[config.mk]
export PLATFORM = sky130hd
export DESIGN_NAME = qmm_sqrt
export DESIGN_NICKNAME = d
export VERILOG_FILES = /design/src/sv/quad_motor_mixer_ramp_limit_assert.svh /design/src/sv/qmm_pkg.sv /design/src/sv/qmm_sqrt.sv
export SDC_FILE = /design/constraint.sdc
export NUM_CORES = 1
export LEC_CHECK = 0
export BUFFER_PORTS_ARGS = -buffer_cell sky130_fd_sc_hd__buf_2
export CAP_MARGIN = 40
export CORE_AREA = 10 10 193 195
export DETAILED_ROUTE_END_ITERATION = 7
export DIE_AREA = 0 0 203 205
export HOLD_SLACK_MARGIN = 0.06
export PLACE_DENSITY = 0.43
export SYNTH_ARGS = -nofsm -noshare
export SYNTH_HDL_FRONTEND = slang
export SYNTH_SLANG_ARGS = --single-unit
[constraint.sdc]
create_clock -name clock -period 9.4 [get_ports clock]
set_input_delay 0.94 -clock clock [delete_from_list [all_inputs] [get_ports clock]]
set_output_delay 0.94 -clock clock [all_outputs]
set_load 0.01 [all_outputs]
[src/sv/quad_motor_mixer_ramp_limit_assert.svh]
// assertion macros for the quad motor mixer
`ifndef QUAD_MOTOR_MIXER_RAMP_LIMIT_ASSERT_SVH
`define QUAD_MOTOR_MIXER_RAMP_LIMIT_ASSERT_SVH

// same-cycle implication
`define QMM_ASSERT_NOW(label, clk, rst, pre, post) \
   label: assert property (@(posedge clk) disable iff (rst) (pre) |-> (post)) \
      else $error("qmm assertion failed");

// next-cycle implication
`define QMM_ASSERT_NEXT(label, clk, rst, pre, post) \
   label: assert property (@(posedge clk) disable iff (rst) (pre) |=> (post)) \
      else $error("qmm assertion failed");

`endif

[src/sv/qmm_pkg.sv]
// shared types, constants and arithmetic steps for the quad motor mixer
`default_nettype none
package qmm_pkg;
   localparam int FRAC_BITS_DEF = 16;
   localparam int DATA_W        = 32;
   localparam int LANES         = 4;
   localparam int CSR_IDX_W     = 3;
   localparam int MAXDV_W       = 31;
   localparam int RAD_W         = 64;
   localparam int ROOT_W        = 32;
   localparam int REM_W         = ROOT_W + 4;
   localparam int SQRT_PER_CYC  = 2;
   localparam int SQRT_CYCLES   = ROOT_W / SQRT_PER_CYC;
   localparam int SCNT_W        = $clog2(SQRT_CYCLES);
   localparam int DIV_W         = 32;
   localparam int DIV_PER_CYC   = 2;
   localparam int DIV_CYCLES    = DIV_W / DIV_PER_CYC;
   localparam int DCNT_W        = $clog2(DIV_CYCLES);
   localparam int PROD_W        = DATA_W + MAXDV_W;

   typedef logic signed [DATA_W-1:0] sword_type;
   typedef logic [DATA_W-1:0] uword_type;

   localparam sword_type S32_MAX = {1'b0, {(DATA_W-1){1'b1}}};
   localparam sword_type S32_MIN = {1'b1, {(DATA_W-1){1'b0}}};

   typedef enum logic [CSR_IDX_W-1:0] {
      CSR_YAW_GAIN    = 3'd0,
      CSR_INV_THRUST  = 3'd1,
      CSR_YAW_REVERSE = 3'd2,
      CSR_RAMP_ENABLE = 3'd3,
      CSR_MAX_DELTA_V = 3'd4
   } csr_idx_type;

   typedef struct packed {
      logic in_ready;
      logic out_valid;
   } lane_hs_type;

   typedef struct packed {
      logic [REM_W-1:0]  rem;
      logic [ROOT_W-1:0] root;
   } sqrt_acc_type;

   typedef struct packed {
      logic [DIV_W-1:0] rem;
      logic [DIV_W-1:0] quo;
   } div_acc_type;

   function automatic sword_type sat_s32(input logic signed [63:0] v);
      sword_type res;
      if (v > 64'sh000000007fffffff) begin
         res = S32_MAX;
      end else if (v < 64'shffffffff80000000) begin
         res = S32_MIN;
      end else begin
         res = v[DATA_W-1:0];
      end
      return res;
   endfunction

   // one radix-4 digit of the restoring square root
   function automatic sqrt_acc_type sqrt_step(input sqrt_acc_type a, input logic [1:0] pair);
      logic [REM_W-1:0] r;
      logic [REM_W-1:0] trial;
      sqrt_acc_type o;
      r = {a.rem[REM_W-3:0], pair};
      trial = {{(REM_W-ROOT_W-2){1'b0}}, a.root, 2'b01};
      if (r >= trial) begin
         o.rem = r - trial;
         o.root = {a.root[ROOT_W-2:0], 1'b1};
      end else begin
         o.rem = r;
         o.root = {a.root[ROOT_W-2:0], 1'b0};
      end
      return o;
   endfunction

   // one quotient bit of the restoring divide
   function automatic div_acc_type div_step(input div_acc_type a, input logic nbit,
                                            input uword_type d);
      logic [DIV_W:0] r;
      div_acc_type o;
      r = {a.rem, nbit};
      if (r >= {1'b0, d}) begin
         r = r - {1'b0, d};
         o.quo = {a.quo[DIV_W-2:0], 1'b1};
      end else begin
         o.quo = {a.quo[DIV_W-2:0], 1'b0};
      end
      o.rem = r[DIV_W-1:0];
      return o;
   endfunction
endpackage
`default_nettype wire

[src/sv/qmm_sqrt.sv]
// iterative square root lane, two result bits per cycle
`default_nettype none
module qmm_sqrt (
   input  logic clock,
   input  logic reset,
   input  logic in_valid,
   input  logic [qmm_pkg::RAD_W-1:0] rad,
   input  logic out_ready,
   output qmm_pkg::lane_hs_type hs,
   output logic [qmm_pkg::ROOT_W-1:0] root
);
   import qmm_pkg::*;

   localparam logic [SCNT_W-1:0] LAST = SCNT_W'(SQRT_CYCLES - 1);

   logic busy_ff, done_ff;
   logic [SCNT_W-1:0] cnt_ff;
   logic [RAD_W-1:0] rad_ff, rad_in;
   sqrt_acc_type acc_ff, acc_in;
   logic start;

   always_comb begin
      hs.in_ready = !busy_ff && (!done_ff || out_ready);
      hs.out_valid = done_ff;
      start = in_valid && hs.in_ready;
      acc_in = acc_ff;
      rad_in = rad_ff;
      for (int k = 0; k < SQRT_PER_CYC; k++) begin
         acc_in = sqrt_step(acc_in, rad_in[RAD_W-1 -: 2]);
         rad_in = {rad_in[RAD_W-3:0], 2'b00};
      end
   end

   always_ff @(posedge clock) begin
      if (reset) begin
         busy_ff <= 1'b0;
         done_ff <= 1'b0;
         cnt_ff <= '0;
      end else if (start) begin
         busy_ff <= 1'b1;
         done_ff <= 1'b0;
         cnt_ff <= '0;
      end else if (busy_ff) begin
         cnt_ff <= cnt_ff + 1'b1;
         if (cnt_ff == LAST) begin
            busy_ff <= 1'b0;
            done_ff <= 1'b1;
         end
      end else if (done_ff && out_ready) begin
         done_ff <= 1'b0;
      end
   end

   always_ff @(posedge clock) begin
      if (start) begin
         rad_ff <= rad;
         acc_ff <= '0;
      end else if (busy_ff) begin
         rad_ff <= rad_in;
         acc_ff <= acc_in;
      end
   end

   assign root = acc_ff.root;
endmodule
`default_nettype wire

# After elaboration in Yosys (flattened, before gate mapping)
# Cells that the tools add are included.
# op_classes
add_sub_neg	3
magnitude_cmp	2
n_eq_ne	2
muxes	10
n_reduce_logical	10
# ops
op	n
$mux 66	2
$mux 64	2
$ge 36x34->1	2
$sub 34x34->34	2
$mux 1	6
$add 4x1->4 const B	1
$eq 4x4->1 const B	1
$reduce_bool 2->1	2
$logic_and 1x1->1	3
$logic_not 1->1	2
$ne 2x1->1 const B	1
$reduce_and 2->1	1
$reduce_or 2->1	1
$logic_or 1x1->1	1
# word_totals
ff_bits	136
in_bits	68
out_inout_bits	34
wordCells	33

# Depth between registers and ports, before layout
# logic_depth
depth_word	5
mapped_depth	29
depth_no_buf	24

# Worst setup path after synthesis
# Ideal clock, no wire load.
# synth_path
kind	flip-flop to flip-flop
from	reg acc_ff (netlist bit root[0])
to	reg acc_ff[34] (netlist name)
setup_ns	0.117
arrival_ns	5.730
required_time_ns	9.283
slack_ns	3.553
path_stages_with_launch	28
n_path_buf	5
synth_period_minus_slack_ns	5.847
cell_sequence	dfxtp_1 -> inv_1 -> ha_1 -> nor2b_4 -> o31a_1 -> o311ai_4 -> a2111oi_2 -> or3_1 -> buf_6 -> inv_1 -> clkbuf_1 -> buf_1 -> nand2_1 -> o21ai_0 -> ha_1 -> clkbuf_1 -> a21oi_1 -> o21ai_0 -> nand2_1 -> nand2_1 -> a21o_1 -> a221o_1 -> a2111oi_2 -> a21oi_1 -> a211oi_2 -> buf_6 -> o21ai_1 -> a32o_1
# synth_via
elab_chain_cells	4
elab_cells_between_ends	6
classes_between	2 x add/sub; 2 x order compare; 2 x mux
# synth_lines
element	line	text
from (decl)	qmm_sqrt.sv:19	sqrt_acc_type acc_ff, acc_in;
from (signal assigned)	qmm_sqrt.sv:60	acc_ff <= acc_in;
$ge 36x34->1 / $sub 34x34->34 (equally long branches)	qmm_pkg.sv:69, qmm_pkg.sv:70	
$mux 66 (*)	qmm_pkg.sv:69	if (r >= trial) begin
$sub 34x34->34 / $ge 36x34->1 (equally long branches)	qmm_pkg.sv:70, qmm_pkg.sv:69	
$mux 66 (*)	qmm_pkg.sv:69	
# Mark *: on every way between the ends. The rest lies on a longest branch, timed or not.
# A chain may end at the register's enable or synchronous reset.

# Final worst setup path
# layout_path
from	reg acc_ff (netlist bit root[17])
to	reg acc_ff[65] (netlist name)
# layout_via
elab_chain_cells	4
elab_cells_between_ends	6
classes_between	2 x add/sub; 2 x order compare; 2 x mux
# layout_lines
element	line
$sub 34x34->34 / $ge 36x34->1 (equally long branches)	qmm_pkg.sv:70, qmm_pkg.sv:69
$mux 66 (*)	qmm_pkg.sv:69
$sub 34x34->34 / $ge 36x34->1 (equally long branches)	qmm_pkg.sv:70, qmm_pkg.sv:69
$mux 66 (*)	qmm_pkg.sv:69
# Marks and branches as above.

==> results.cfg <==
[detailed_routing]
wl_per_cell_um = 18.5
first_iter_violations = 523
ant_nets = 0
dr_wl_met3_mm = 1.58
drt_pass1_iterations = 5
wl_met1_mm = 14.8
vias_per_cell = 5.08
topRoutingLayerUsed = met5
met2_length_mm = 14.8
num_vias = 8697
totalWireLength_mm = 31.7
route.detailed.drc = 0

[cts]
cts_tree = built
numCtsBuffers = 17
path_clk_slew_ns = 0.07
clock_latency_ns = 0.45
post_cts_buffers = 0
clockBufferDepth = 2
cts_resized = 0
cts_sinks = 136
htreeDepth = 4
cts_root_buf = clkbuf_16
hold_buffers = 0

[final_layout]
fin_area_sq_um = 11200
drive_gt1_share_pct = 13.5
synthToLayoutAreaGrowth_pct = 13.2
final_cell_mix = nand2_1 (247), a21oi_1 (106), buf_2 (101)
diodes = 0
final_net_count = 1387
layout_commonest_cell = nand2_1
fillCellCount = 3582

[timing]
slew-limit-headroom_pct = 48.7
finalCritPeriodShare_pct = 76.6
finalSetupTns_ns = 0
setup_violations = 0
finalHoldViolations = 0
period_needed_ns = 7.20
finalClockSkew_ns = 0.0133
clock.fmax_mhz = 139
rsz0062_at_grt = false
worstMarginPinSlew_ns = 0.767
finalMaxSlewViolations = 0

[outcome]
status = complete, no violations

[logic_synthesis]
synthMuxAreaShare_pct = 5.42
synthXorXnorAreaFrac_pct = 5.21
synth.avg_cell_area_sq_um = 8.24
synth_compound_area_share_pct = 20.3
synth_top_family_by_area = compound AO/OA/AOI/OAI gates
yosysSeqAreaShare_pct = 33.9
syn_nets = 1340
yosys.area_share.adder_pct = 8.71
yosysUniqueCellTypes = 70
ys_async_sr_fraction_pct = 0
synthSimpleGateAreaFrac_pct = 19.5
ys_ff_latch = 136
ys.flop_type = dfxtp_1
ys_warn_count = 0
synth_cells = 1203
synth_edf_count = 64
syn_area_sq_um = 9910

[floorplanning]
dieWidth_um = 203
core_area_sq_um = 33300
initial_core_util_pct = 29.8
die-height_um = 205
row_count = 67
io_pins = 102
die_area_sq_um = 41600

[setup_path]
start_kind = register
path_max_fanout = 29
worst_path_max_delay_cell = a211oi_4
critPathKind = register to register
crit_path_max_incr_delay_ns = 0.63
end_kind = register
cp.required_ns = 9.73
crit_arrival_ns = 7.53
crit_chain = inv_1 > ha_1 > nand4_1 > nor4b_2 > a31oi_1 > o31ai_1 > or3_1 > inv_1 > buf_4 > o21ai_0 > ha_1 > and4_1 > a221oi_1 > nand2_1 > a21o_1 > a221o_1 > a2111oi_2 > a21oi_1 > a211oi_4 > buf_12 > nand2b_4 > o21ai_0

[global_routing]
grtUsageTotal_pct = 15.2
grt_overflow = 0
grt_max_degree = 61
antenna_found_initial = 1
grt_pass1_vias = 8833
grt_pass1_wl_mm = 49.9

[place]
hpwl_mm = 23.4
dpl-instance-area_sq_um = 10600
io_buffers = 101
gp_congestion = 0.840

[worst_hold_path]
hp-class = register to register

[job]
max_cap_violations = 0
[cell usage after synthesis (all sizes together), types with 5 or more instances]
| master | instances | area, sq um |
|---|---|---|
| inv | 55 | 206 |
| nand2 | 248 | 931 |
| and4 | 5 | 43.8 |
| nor4 | 7 | 43.8 |
| nand4 | 9 | 56.3 |
| nand2b | 11 | 76.3 |
| buf | 44 | 334 |
| a31oi | 8 | 50.1 |
| nor2b | 8 | 57.6 |
| o211ai | 7 | 52.6 |
| mux2i | 51 | 510 |
| dfxtp | 72 | 1440 |
| nor3 | 9 | 45.0 |
| a21oi | 111 | 574 |
| nand3 | 23 | 115 |
| ha | 69 | 863 |
| xnor2 | 36 | 315 |
| nor2 | 84 | 315 |
| o21a | 7 | 52.6 |
| o21ai | 72 | 368 |
| edfxtp | 64 | 1920 |
| and3 | 10 | 62.6 |
| o21bai | 12 | 90.1 |
| a211oi | 9 | 72.6 |
| o31ai | 5 | 37.5 |
| a21o | 30 | 225 |
| clkbuf | 39 | 146 |
| or4 | 7 | 52.6 |
| xor2 | 23 | 201 |
| a32oi | 10 | 87.6 |
[logic make-up (layout without fill, tap and decap cells)]
group	count (synthesis)	in the layout
simple gates	439	439
compound gates	309	309
buf+inv	138	198
flops	136	136
fa+ha+maj	69	69
xor+xnor	59	59
mux	53	53
[per-layer routing]
metal / GRT usage, % / vias to the layer above
li1: - / 4332
met3: 3.21 / 28
met1: 19.8 / 4138
met4: 4.69 / 2
met5: 0 / -
met2: 24.7 / 197
[layout make-up]
cell class                 count  area, sq um  area share, %
multi-input combinational    929         5870           52.3
timing repair buffer         111          621           5.53
clock inverter                14          156           1.39
tap                          448          561           4.99
sequential                   136         3370           30.0
inverter                      55          206           1.84
clock buffer                  18          439           3.91
[worst max-delay path, delay by kind of cell (launching register included)]
kind                       cells  cell delay (ns)
DFF                            1             0.43
buffers and inverters          4             0.95
adders and majority gates      2             0.83
AOI/OAI and AO/OA             10             3.26
and+or+nand+nor                6             1.59
[state kept, by name, indices dropped and copies added (netlist names)]
register and cells:
acc_ff 34, busy_ff 1, cnt_ff 4, done_ff 1, rad_ff 64, root 32
[worst paths after layout]
check / start / to / slack, ns / depth (start not counted)
setup / recovery: root[17]$_SDFFE_PP0P_ / acc_ff[65]$_SDFFE_PP0P_ / 2.20 / 22
hold / removal: acc_ff[32]$_SDFFE_PP0P_ / acc_ff[32]$_SDFFE_PP0P_ / 0.47 / 2
setup reg to reg: root[17]$_SDFFE_PP0P_ / acc_ff[65]$_SDFFE_PP0P_ / 2.20 / 22
hold reg to reg: acc_ff[32]$_SDFFE_PP0P_ / acc_ff[32]$_SDFFE_PP0P_ / 0.47 / 2
[through the flow]
step	setup slack [ns]	instances	util, %	hold WS [ns]
global route	1.70	1711	33.7	0.500
finish	2.20	1711	33.7	0.470
global placement	2.25	1677	31.8	0.459
floorplan	3.55	1203	-	0.442
CTS	2.27	1711	33.7	0.475
detailed placement	2.29	1679	31.9	0.467
Power is left out: the tool's default activity adds up to more than one toggle a clock period on the data nets, which glitch-free logic cannot reach.
