`config.mk`:
```
export PLATFORM = sky130hd
export DESIGN_NAME = qmm_div
export DESIGN_NICKNAME = d
export VERILOG_FILES = /design/src/sv/quad_motor_mixer_ramp_limit_assert.svh /design/src/sv/qmm_pkg.sv /design/src/sv/qmm_div.sv
export SDC_FILE = /design/constraint.sdc
export NUM_CORES = 1
export LEC_CHECK = 0
export BUFFER_PORTS_ARGS = -buffer_cell sky130_fd_sc_hd__buf_2
export CAP_MARGIN = 20
export CELL_PAD_IN_SITES_DETAIL_PLACEMENT = 0
export CELL_PAD_IN_SITES_GLOBAL_PLACEMENT = 1
export CORE_MARGIN = 2
export CORE_UTILIZATION = 40
export DETAILED_ROUTE_END_ITERATION = 8
export PLACE_DENSITY = 0.78
export SYNTH_ARGS = -nofsm -noshare
export SYNTH_HDL_FRONTEND = slang
export SYNTH_SLANG_ARGS = --single-unit
```
`constraint.sdc`:
```
create_clock -name clock -period 6.2 [get_ports clock]
set_clock_uncertainty 0.2 [all_clocks]
set_input_delay 0.62 -clock clock [delete_from_list [all_inputs] [get_ports clock]]
set_output_delay 0.62 -clock clock [all_outputs]
set_load 0.01 [all_outputs]
```
`src/sv/quad_motor_mixer_ramp_limit_assert.svh`:
```
// assertion macros for the quad motor mixer
`ifndef QUAD_MOTOR_MIXER_RAMP_LIMIT_ASSERT_SVH
`define QUAD_MOTOR_MIXER_RAMP_LIMIT_ASSERT_SVH

// same-cycle implication
`define QMM_ASSERT_NOW(label, clk, rst, pre, post) \
   label: assert property (@(posedge clk) disable iff (rst) (pre) |-> (post)) \
      else $error("qmm assertion failed");

// next-cycle implication
`define QMM_ASSERT_NEXT(label, clk, rst, pre, post) \
   label: assert property (@(posedge clk) disable iff (rst) (pre) |=> (post)) \
      else $error("qmm assertion failed");

`endif

```
`src/sv/qmm_pkg.sv`:
```
// shared types, constants and arithmetic steps for the quad motor mixer
`default_nettype none
package qmm_pkg;
   localparam int FRAC_BITS_DEF = 16;
   localparam int DATA_W        = 32;
   localparam int LANES         = 4;
   localparam int CSR_IDX_W     = 3;
   localparam int MAXDV_W       = 31;
   localparam int RAD_W         = 64;
   localparam int ROOT_W        = 32;
   localparam int REM_W         = ROOT_W + 4;
   localparam int SQRT_PER_CYC  = 2;
   localparam int SQRT_CYCLES   = ROOT_W / SQRT_PER_CYC;
   localparam int SCNT_W        = $clog2(SQRT_CYCLES);
   localparam int DIV_W         = 32;
   localparam int DIV_PER_CYC   = 2;
   localparam int DIV_CYCLES    = DIV_W / DIV_PER_CYC;
   localparam int DCNT_W        = $clog2(DIV_CYCLES);
   localparam int PROD_W        = DATA_W + MAXDV_W;

   typedef logic signed [DATA_W-1:0] sword_type;
   typedef logic [DATA_W-1:0] uword_type;

   localparam sword_type S32_MAX = {1'b0, {(DATA_W-1){1'b1}}};
   localparam sword_type S32_MIN = {1'b1, {(DATA_W-1){1'b0}}};

   typedef enum logic [CSR_IDX_W-1:0] {
      CSR_YAW_GAIN    = 3'd0,
      CSR_INV_THRUST  = 3'd1,
      CSR_YAW_REVERSE = 3'd2,
      CSR_RAMP_ENABLE = 3'd3,
      CSR_MAX_DELTA_V = 3'd4
   } csr_idx_type;

   typedef struct packed {
      logic in_ready;
      logic out_valid;
   } lane_hs_type;

   typedef struct packed {
      logic [REM_W-1:0]  rem;
      logic [ROOT_W-1:0] root;
   } sqrt_acc_type;

   typedef struct packed {
      logic [DIV_W-1:0] rem;
      logic [DIV_W-1:0] quo;
   } div_acc_type;

   function automatic sword_type sat_s32(input logic signed [63:0] v);
      sword_type res;
      if (v > 64'sh000000007fffffff) begin
         res = S32_MAX;
      end else if (v < 64'shffffffff80000000) begin
         res = S32_MIN;
      end else begin
         res = v[DATA_W-1:0];
      end
      return res;
   endfunction

   // one radix-4 digit of the restoring square root
   function automatic sqrt_acc_type sqrt_step(input sqrt_acc_type a, input logic [1:0] pair);
      logic [REM_W-1:0] r;
      logic [REM_W-1:0] trial;
      sqrt_acc_type o;
      r = {a.rem[REM_W-3:0], pair};
      trial = {{(REM_W-ROOT_W-2){1'b0}}, a.root, 2'b01};
      if (r >= trial) begin
         o.rem = r - trial;
         o.root = {a.root[ROOT_W-2:0], 1'b1};
      end else begin
         o.rem = r;
         o.root = {a.root[ROOT_W-2:0], 1'b0};
      end
      return o;
   endfunction

   // one quotient bit of the restoring divide
   function automatic div_acc_type div_step(input div_acc_type a, input logic nbit,
                                            input uword_type d);
      logic [DIV_W:0] r;
      div_acc_type o;
      r = {a.rem, nbit};
      if (r >= {1'b0, d}) begin
         r = r - {1'b0, d};
         o.quo = {a.quo[DIV_W-2:0], 1'b1};
      end else begin
         o.quo = {a.quo[DIV_W-2:0], 1'b0};
      end
      o.rem = r[DIV_W-1:0];
      return o;
   endfunction
endpackage
`default_nettype wire

```
`src/sv/qmm_div.sv`:
```
// iterative restoring divide lane, two quotient bits per cycle
`default_nettype none
module qmm_div (
   input  logic clock,
   input  logic reset,
   input  logic in_valid,
   input  logic [qmm_pkg::PROD_W-1:0] num,
   input  qmm_pkg::uword_type den,
   input  logic out_ready,
   output qmm_pkg::lane_hs_type hs,
   output qmm_pkg::uword_type quo
);
   import qmm_pkg::*;

   localparam logic [DCNT_W-1:0] LAST = DCNT_W'(DIV_CYCLES - 1);

   logic busy_ff, done_ff;
   logic [DCNT_W-1:0] cnt_ff;
   logic [DIV_W-1:0] low_ff, low_in;
   uword_type den_ff;
   div_acc_type acc_ff, acc_in;
   logic start;

   always_comb begin
      hs.in_ready = !busy_ff && (!done_ff || out_ready);
      hs.out_valid = done_ff;
      start = in_valid && hs.in_ready;
      acc_in = acc_ff;
      low_in = low_ff;
      for (int k = 0; k < DIV_PER_CYC; k++) begin
         acc_in = div_step(acc_in, low_in[DIV_W-1], den_ff);
         low_in = {low_in[DIV_W-2:0], 1'b0};
      end
   end

   always_ff @(posedge clock) begin
      if (reset) begin
         busy_ff <= 1'b0;
         done_ff <= 1'b0;
         cnt_ff <= '0;
      end else if (start) begin
         busy_ff <= 1'b1;
         done_ff <= 1'b0;
         cnt_ff <= '0;
      end else if (busy_ff) begin
         cnt_ff <= cnt_ff + 1'b1;
         if (cnt_ff == LAST) begin
            busy_ff <= 1'b0;
            done_ff <= 1'b1;
         end
      end else if (done_ff && out_ready) begin
         done_ff <= 1'b0;
      end
   end

   // upper dividend bits stay below the divisor, so the quotient fits one word
   always_ff @(posedge clock) begin
      if (start) begin
         acc_ff.rem <= DIV_W'(num[PROD_W-1:DIV_W]);
         acc_ff.quo <= '0;
         low_ff <= num[DIV_W-1:0];
         den_ff <= den;
      end else if (busy_ff) begin
         acc_ff <= acc_in;
         low_ff <= low_in;
      end
   end

   assign quo = acc_ff.quo;
endmodule
`default_nettype wire

```
# After elaboration in Yosys (flattened, before gate mapping)
# Cells that the tools add are included.
dict set report op_classes {
  n_addsub 3
  order_cmp 2
  n_eq_ne 2
  mux 14
  reduce_logical 10
}
# cell n
set op_table {}
lappend op_table {{$mux 32} 4}
lappend op_table {{$mux 63} 2}
lappend op_table {{$ge 33x32->1} 2}
lappend op_table {{$sub 32x32->32} 2}
lappend op_table {{$mux 1} 8}
lappend op_table {{$add 4x1->4 const B} 1}
lappend op_table {{$eq 4x4->1 const B} 1}
lappend op_table {{$reduce_bool 2->1} 2}
lappend op_table {{$logic_and 1x1->1} 3}
lappend op_table {{$logic_not 1->1} 2}
lappend op_table {{$ne 2x1->1 const B} 1}
lappend op_table {{$reduce_and 2->1} 1}
lappend op_table {{$reduce_or 2->1} 1}
lappend op_table {{$logic_or 1x1->1} 1}
dict set report totals {
  regBits 134
  input_bits 99
  wordCells 39
}

# Logic depth before layout (Yosys ltp)
dict set report depth {
  ltp_word 6
  mapped_depth 26
}

# Worst setup path after synthesis
# No wires, ideal clock.
dict set report synth_timing {
  path_kind {reg2reg}
  startpoint {register den_ff[1]}
  endpoint {register acc_ff[52] in the netlist's numbering, data pin}
  setup_time_ps 265
  t_arrival_ps 4987
  required_ps 5735
  path_slack_ps 748
  stages_incl_launch_ff 26
  path_cell_list {edfxtp_1 -> inv_1 -> ha_1 -> nor2b_1 -> o31a_1 -> o31ai_1 -> a21oi_2 -> o211ai_2 -> a21o_1 -> clkbuf_1 -> clkbuf_1 -> nor2_1 -> nor2_1 -> ha_1 -> a21oi_1 -> o21ai_0 -> a21oi_1 -> a31oi_1 -> a22oi_1 -> a21oi_1 -> nand2_1 -> nor3b_4 -> buf_6 -> buf_8 -> mux2i_1 -> o21ai_1}
}
dict set report synth_via {
  elab_chain_len 6
  elab_cells_between_ends 8
  classes_between {add/sub (2); order compare (2); mux (4)}
}
# item line_no
set synth_lines {}
lappend synth_lines {{from (decl)} qmm_div.sv:20} ;# uword_type den_ff;
lappend synth_lines {{from (signal assigned)} qmm_div.sv:62} ;# den_ff <= den;
lappend synth_lines {{$sub 32x32->32 / $ge 33x32->1 (equally long branches)} {qmm_pkg.sv:86, qmm_pkg.sv:85}}
lappend synth_lines {{$mux 32} qmm_pkg.sv:85} ;# if (r >= {1'b0, d}) begin
lappend synth_lines {{$sub 32x32->32 / $ge 33x32->1 (equally long branches)} {qmm_pkg.sv:86, qmm_pkg.sv:85}}
lappend synth_lines {{$mux 32 (*)} qmm_pkg.sv:85}
lappend synth_lines {{$mux 63 (*)} qmm_div.sv:63} ;# end else if (busy_ff) begin
lappend synth_lines {{$mux 63 (*)} qmm_div.sv:58} ;# if (start) begin
lappend synth_lines {{to (signal assigned)} qmm_div.sv:64} ;# acc_ff <= acc_in;
lappend synth_lines {{to (decl)} qmm_div.sv:21} ;# div_acc_type acc_ff, acc_in;
# Every way passes the cells marked *; elsewhere a longest branch is shown, timed or not. The select of a mux whose other input is x is not followed.
# A chain may end at the register's enable or synchronous reset.

# Worst setup path after layout
dict set report layout_timing {
  startpoint {register acc_ff[46] in the netlist's numbering}
  endpoint {register acc_ff[43] in the netlist's numbering, data pin}
}
dict set report layout_via {
  elab_chain_len 6
  elab_cells_between_ends 8
  classes_between {add/sub (2); order compare (2); mux (4)}
}
# item line_no
set layout_lines {}
lappend layout_lines {{$ge 33x32->1 / $sub 32x32->32 (equally long branches)} {qmm_pkg.sv:85, qmm_pkg.sv:86}}
lappend layout_lines {{$mux 32 (*)} qmm_pkg.sv:85}
lappend layout_lines {{$sub 32x32->32 / $ge 33x32->1 (equally long branches)} {qmm_pkg.sv:86, qmm_pkg.sv:85}}
lappend layout_lines {{$mux 32 (*)} qmm_pkg.sv:85}
lappend layout_lines {{$mux 63 (*)} qmm_div.sv:63}
lappend layout_lines {{$mux 63 (*)} qmm_div.sv:58}
# Marked as above.

==> results.toml <==
[sta]
setup_violations = 0
fin_setup_tns_ns = 0
final_max_slew_viol_count = 0
slew-limit-headroom = 0.304
fin_crit_sh = 0.961
worstMarginPinSlew_ns = 1.04
max_freq_mhz = 168
finalHoldViolations = 0
fin_crit_ns = 5.96

[logic_synthesis]
synth-simple-area-share = 0.187
synth_top_family_by_area = "simple AND/OR/NAND/NOR gates"
synth_ff_type = "edfxtp_1"
syn_nets = 1250
syn_area_um2 = 9270
synthAdderAreaFrac = 0.0921
synth_area_leaders = "edfxtp_1 (31%), nand2_1 (9.2%), ha_1 (8.8%), dfxtp_1 (8.4%), o21ai_0 (4.8%)"
synth_top_cell_by_area = "edfxtp_1"
yosys-top-cells-count = "nand2_1 (227), edfxtp_1 (95), o21ai_0 (89)"
netlist.area_leader.share = 0.308
yosys.area_share.xor_xnor = 0.0520
ys_seq_elements = 134
synth_cell_type_count = 62
synthMuxAreaShare = 0.0366
synth_edf_count = 95
synth_compound_area_frac = 0.172
post-synth-top-count-cell = "nand2_1"
synth_area_per_cell_um2 = 8.55
ys_seq_area_frac = 0.392
synthArstFlopShare = 0
syn_inst = 1084
yosys_warnings = 0

[setup_path]
path_cells = "ha_1, nand4_1, nor3_1, a21oi_1, a21oi_2, nor4_2, a21oi_4, buf_4, mux2_2, ha_1, nand4_1, a211oi_1, o21ai_1, a31oi_2, a22oi_1, a21oi_1, nand2_1, nor3b_4, buf_12, mux2_2, a22o_1"
r2r-end = "acc_ff[43]"
worst_ep_arrival_time_ns = 5.94
cp.required_ns = 6.18
worstPathMaxFanout = 18
crit_path_start_kind = "register"
worstReg2RegStart = "acc_ff[46]"
r2r_slack_ns = 0.24
cp-end-kind = "register"
critPathKind = "reg2reg"
slowest_stage = "edfxtp_1"
r2r_cells = 21
cpPeakStageDelay_ns = 0.44

[global_routing]
grt_max_degree = 98
grt_use_total = 0.201
first_global_vias = 7593
overflow = 0
grt_pass1_wl_mm = 39.1
antenna_found_initial = 3

[drt]
vias = 7860
drtIter0Drc = 496
route.detailed.drc = 0
routed_wl_mm = 24.3
vias_per_cell = 5.29
ant_nets = 0
wl_per_cell_um = 16.4
drt_pass1_iterations = 5

[run]
maxCapViolCount = 0

[floorplanning]
num_rows = 55
die_x_um = 156
core_um2 = 22700
die_h_um = 156
die_area_um2 = 24400
io_pins = 133
start_util = 0.408

[min_path]
hp-class = "in2reg"
min_to = "den_ff[10]"
hold_depth = 1
min_from = "den[10]"

[place]
place_congestion = 0.882
io_buffer_count = 132
placedCellCount = 1448
hpwl_mm = 17.8

[run_status]
status = "finished clean"

[clocking]
cts_setup_buffers = 0
post_cts_resize_count = 0
cts_max_path_buffers = 2
clk_pin_slew_ns = 0.08
cts.sink_count = 134
hold_buffers = 0
clock_latency_ns = 0.44
cts_tree = "yes"
numCtsBuffers = 17
htreeDepth = 4
clock_tree.root_cell = "clkbuf_16"

[final_layout]
fin_nets = 1349
drive_gt1_frac = 0.176
instances_no_fill = 1485
post-route-util = 0.472
area_delta_synth_final_pct = 15.6

[power_and_ir_drop]
ir_drop_mv = 0.317
cellPowerDensity_nw_per_um2 = 628
p_leak_nw = 4.68
## routing by layer
metal,vias to the layer above,part of all wire,GRT usage
met5,-,0,0
met4,0,0.014,0.0546
met2,200,0.44,0.314
met1,3647,0.48,0.274
met3,22,0.064,0.0570
li1,3991,-,-
## flip-flops by register name, summed over array words and instances, names as in the netlist
register,flops
low_ff,32
busy_ff,1
cnt_ff,4
den_ff,32
quo,32
acc_ff,32
done_ff,1
## logic make-up (layout without fill, tap and decap cells)
group,Yosys count,in the layout
compound gates,265,265
xor+xnor,55,55
fa+ha+maj,67,67
buf+inv,129,241
flops,134,134
mux,33,33
other cells,0,4
simple gates,401,401
## report_power, final
group | total [mW] | internal (mW) | switching [mW]
Sequential | 1.26 | 1.17 | 0.0892
Clock | 1.06 | 0.589 | 0.474
Combinational | 4.40 | 1.89 | 2.51
## critical path, delay by kind of cell (launching register included)
kind	cells	cell delay [ns]
adders and majority gates	2	0.79
buffers and inverters	2	0.45
and+or+nand+nor	6	1.16
AOI/OAI and AO/OA	9	2.01
muxes	2	0.65
DFF	1	0.44
## how the worst max path moves through the flow
stage | start | endpoint | slack (ns) | depth (start not counted)
after global routing | den_ff[1] | acc_ff[50] | -0.002 | 22
final | acc_ff[46] | acc_ff[43] | 0.24 | 21
after global placement | acc_ff[46] | acc_ff[57] | 0.32 | 21
after CTS | acc_ff[49] | acc_ff[43] | 0.21 | 22
after detailed placement | acc_ff[49] | acc_ff[43] | 0.25 | 22
after floorplan | den_ff[1] | acc_ff[52] | 0.75 | 25
## cell type report
cell class | instances | area, um^2
diodes | 4 | 10.0
clock buffers | 19 | 475
clock inverters | 13 | 144
fillers | 2243 | 12000
inverters | 57 | 215
multi-input cells | 821 | 5030
flip-flops and latches | 134 | 3630
well taps | 285 | 357
repair buffers | 152 | 843
## metrics by stage
step                      hold slack (ns)  power [mW]  setup WS (ns)  cell area, um^2
after floorplan                     0.236        4.58          0.748             9270
after global placement              0.244        5.61          0.316            10000
after detailed placement            0.251        5.59          0.252            10000
after CTS                           0.135        6.68          0.214            10700
after global routing                0.135        7.26       -0.00195            10700
final                               0.154        6.73          0.241            10700
## placed cells by master, fill, tap and decap left out, drive strengths merged, types with 4 or more instances in the layout
| cell type | instances |
|---|---|
| and3 | 5 |
| a211oi | 6 |
| o21ai | 97 |
| nor2 | 82 |
| clkbuf | 19 |
| o211ai | 11 |
| mux2 | 7 |
| a21o | 20 |
| ha | 65 |
| nor4 | 4 |
| o31ai | 4 |
| a31o | 4 |
| nand3 | 15 |
| a31oi | 7 |
| xnor2 | 39 |
| nor3 | 17 |
| o21a | 8 |
| a21oi | 75 |
| o21bai | 7 |
| xor2 | 16 |
| nand2b | 8 |
| nor2b | 8 |
| edfxtp | 95 |
| dfxtp | 39 |
| nand4 | 15 |
| and2 | 7 |
| a22o | 8 |
| mux2i | 26 |
| buf | 152 |
| diode | 4 |
| nand2 | 227 |
| inv | 66 |
| clkinv | 4 |
No activity file was read; power rests on OpenSTA's default activity.
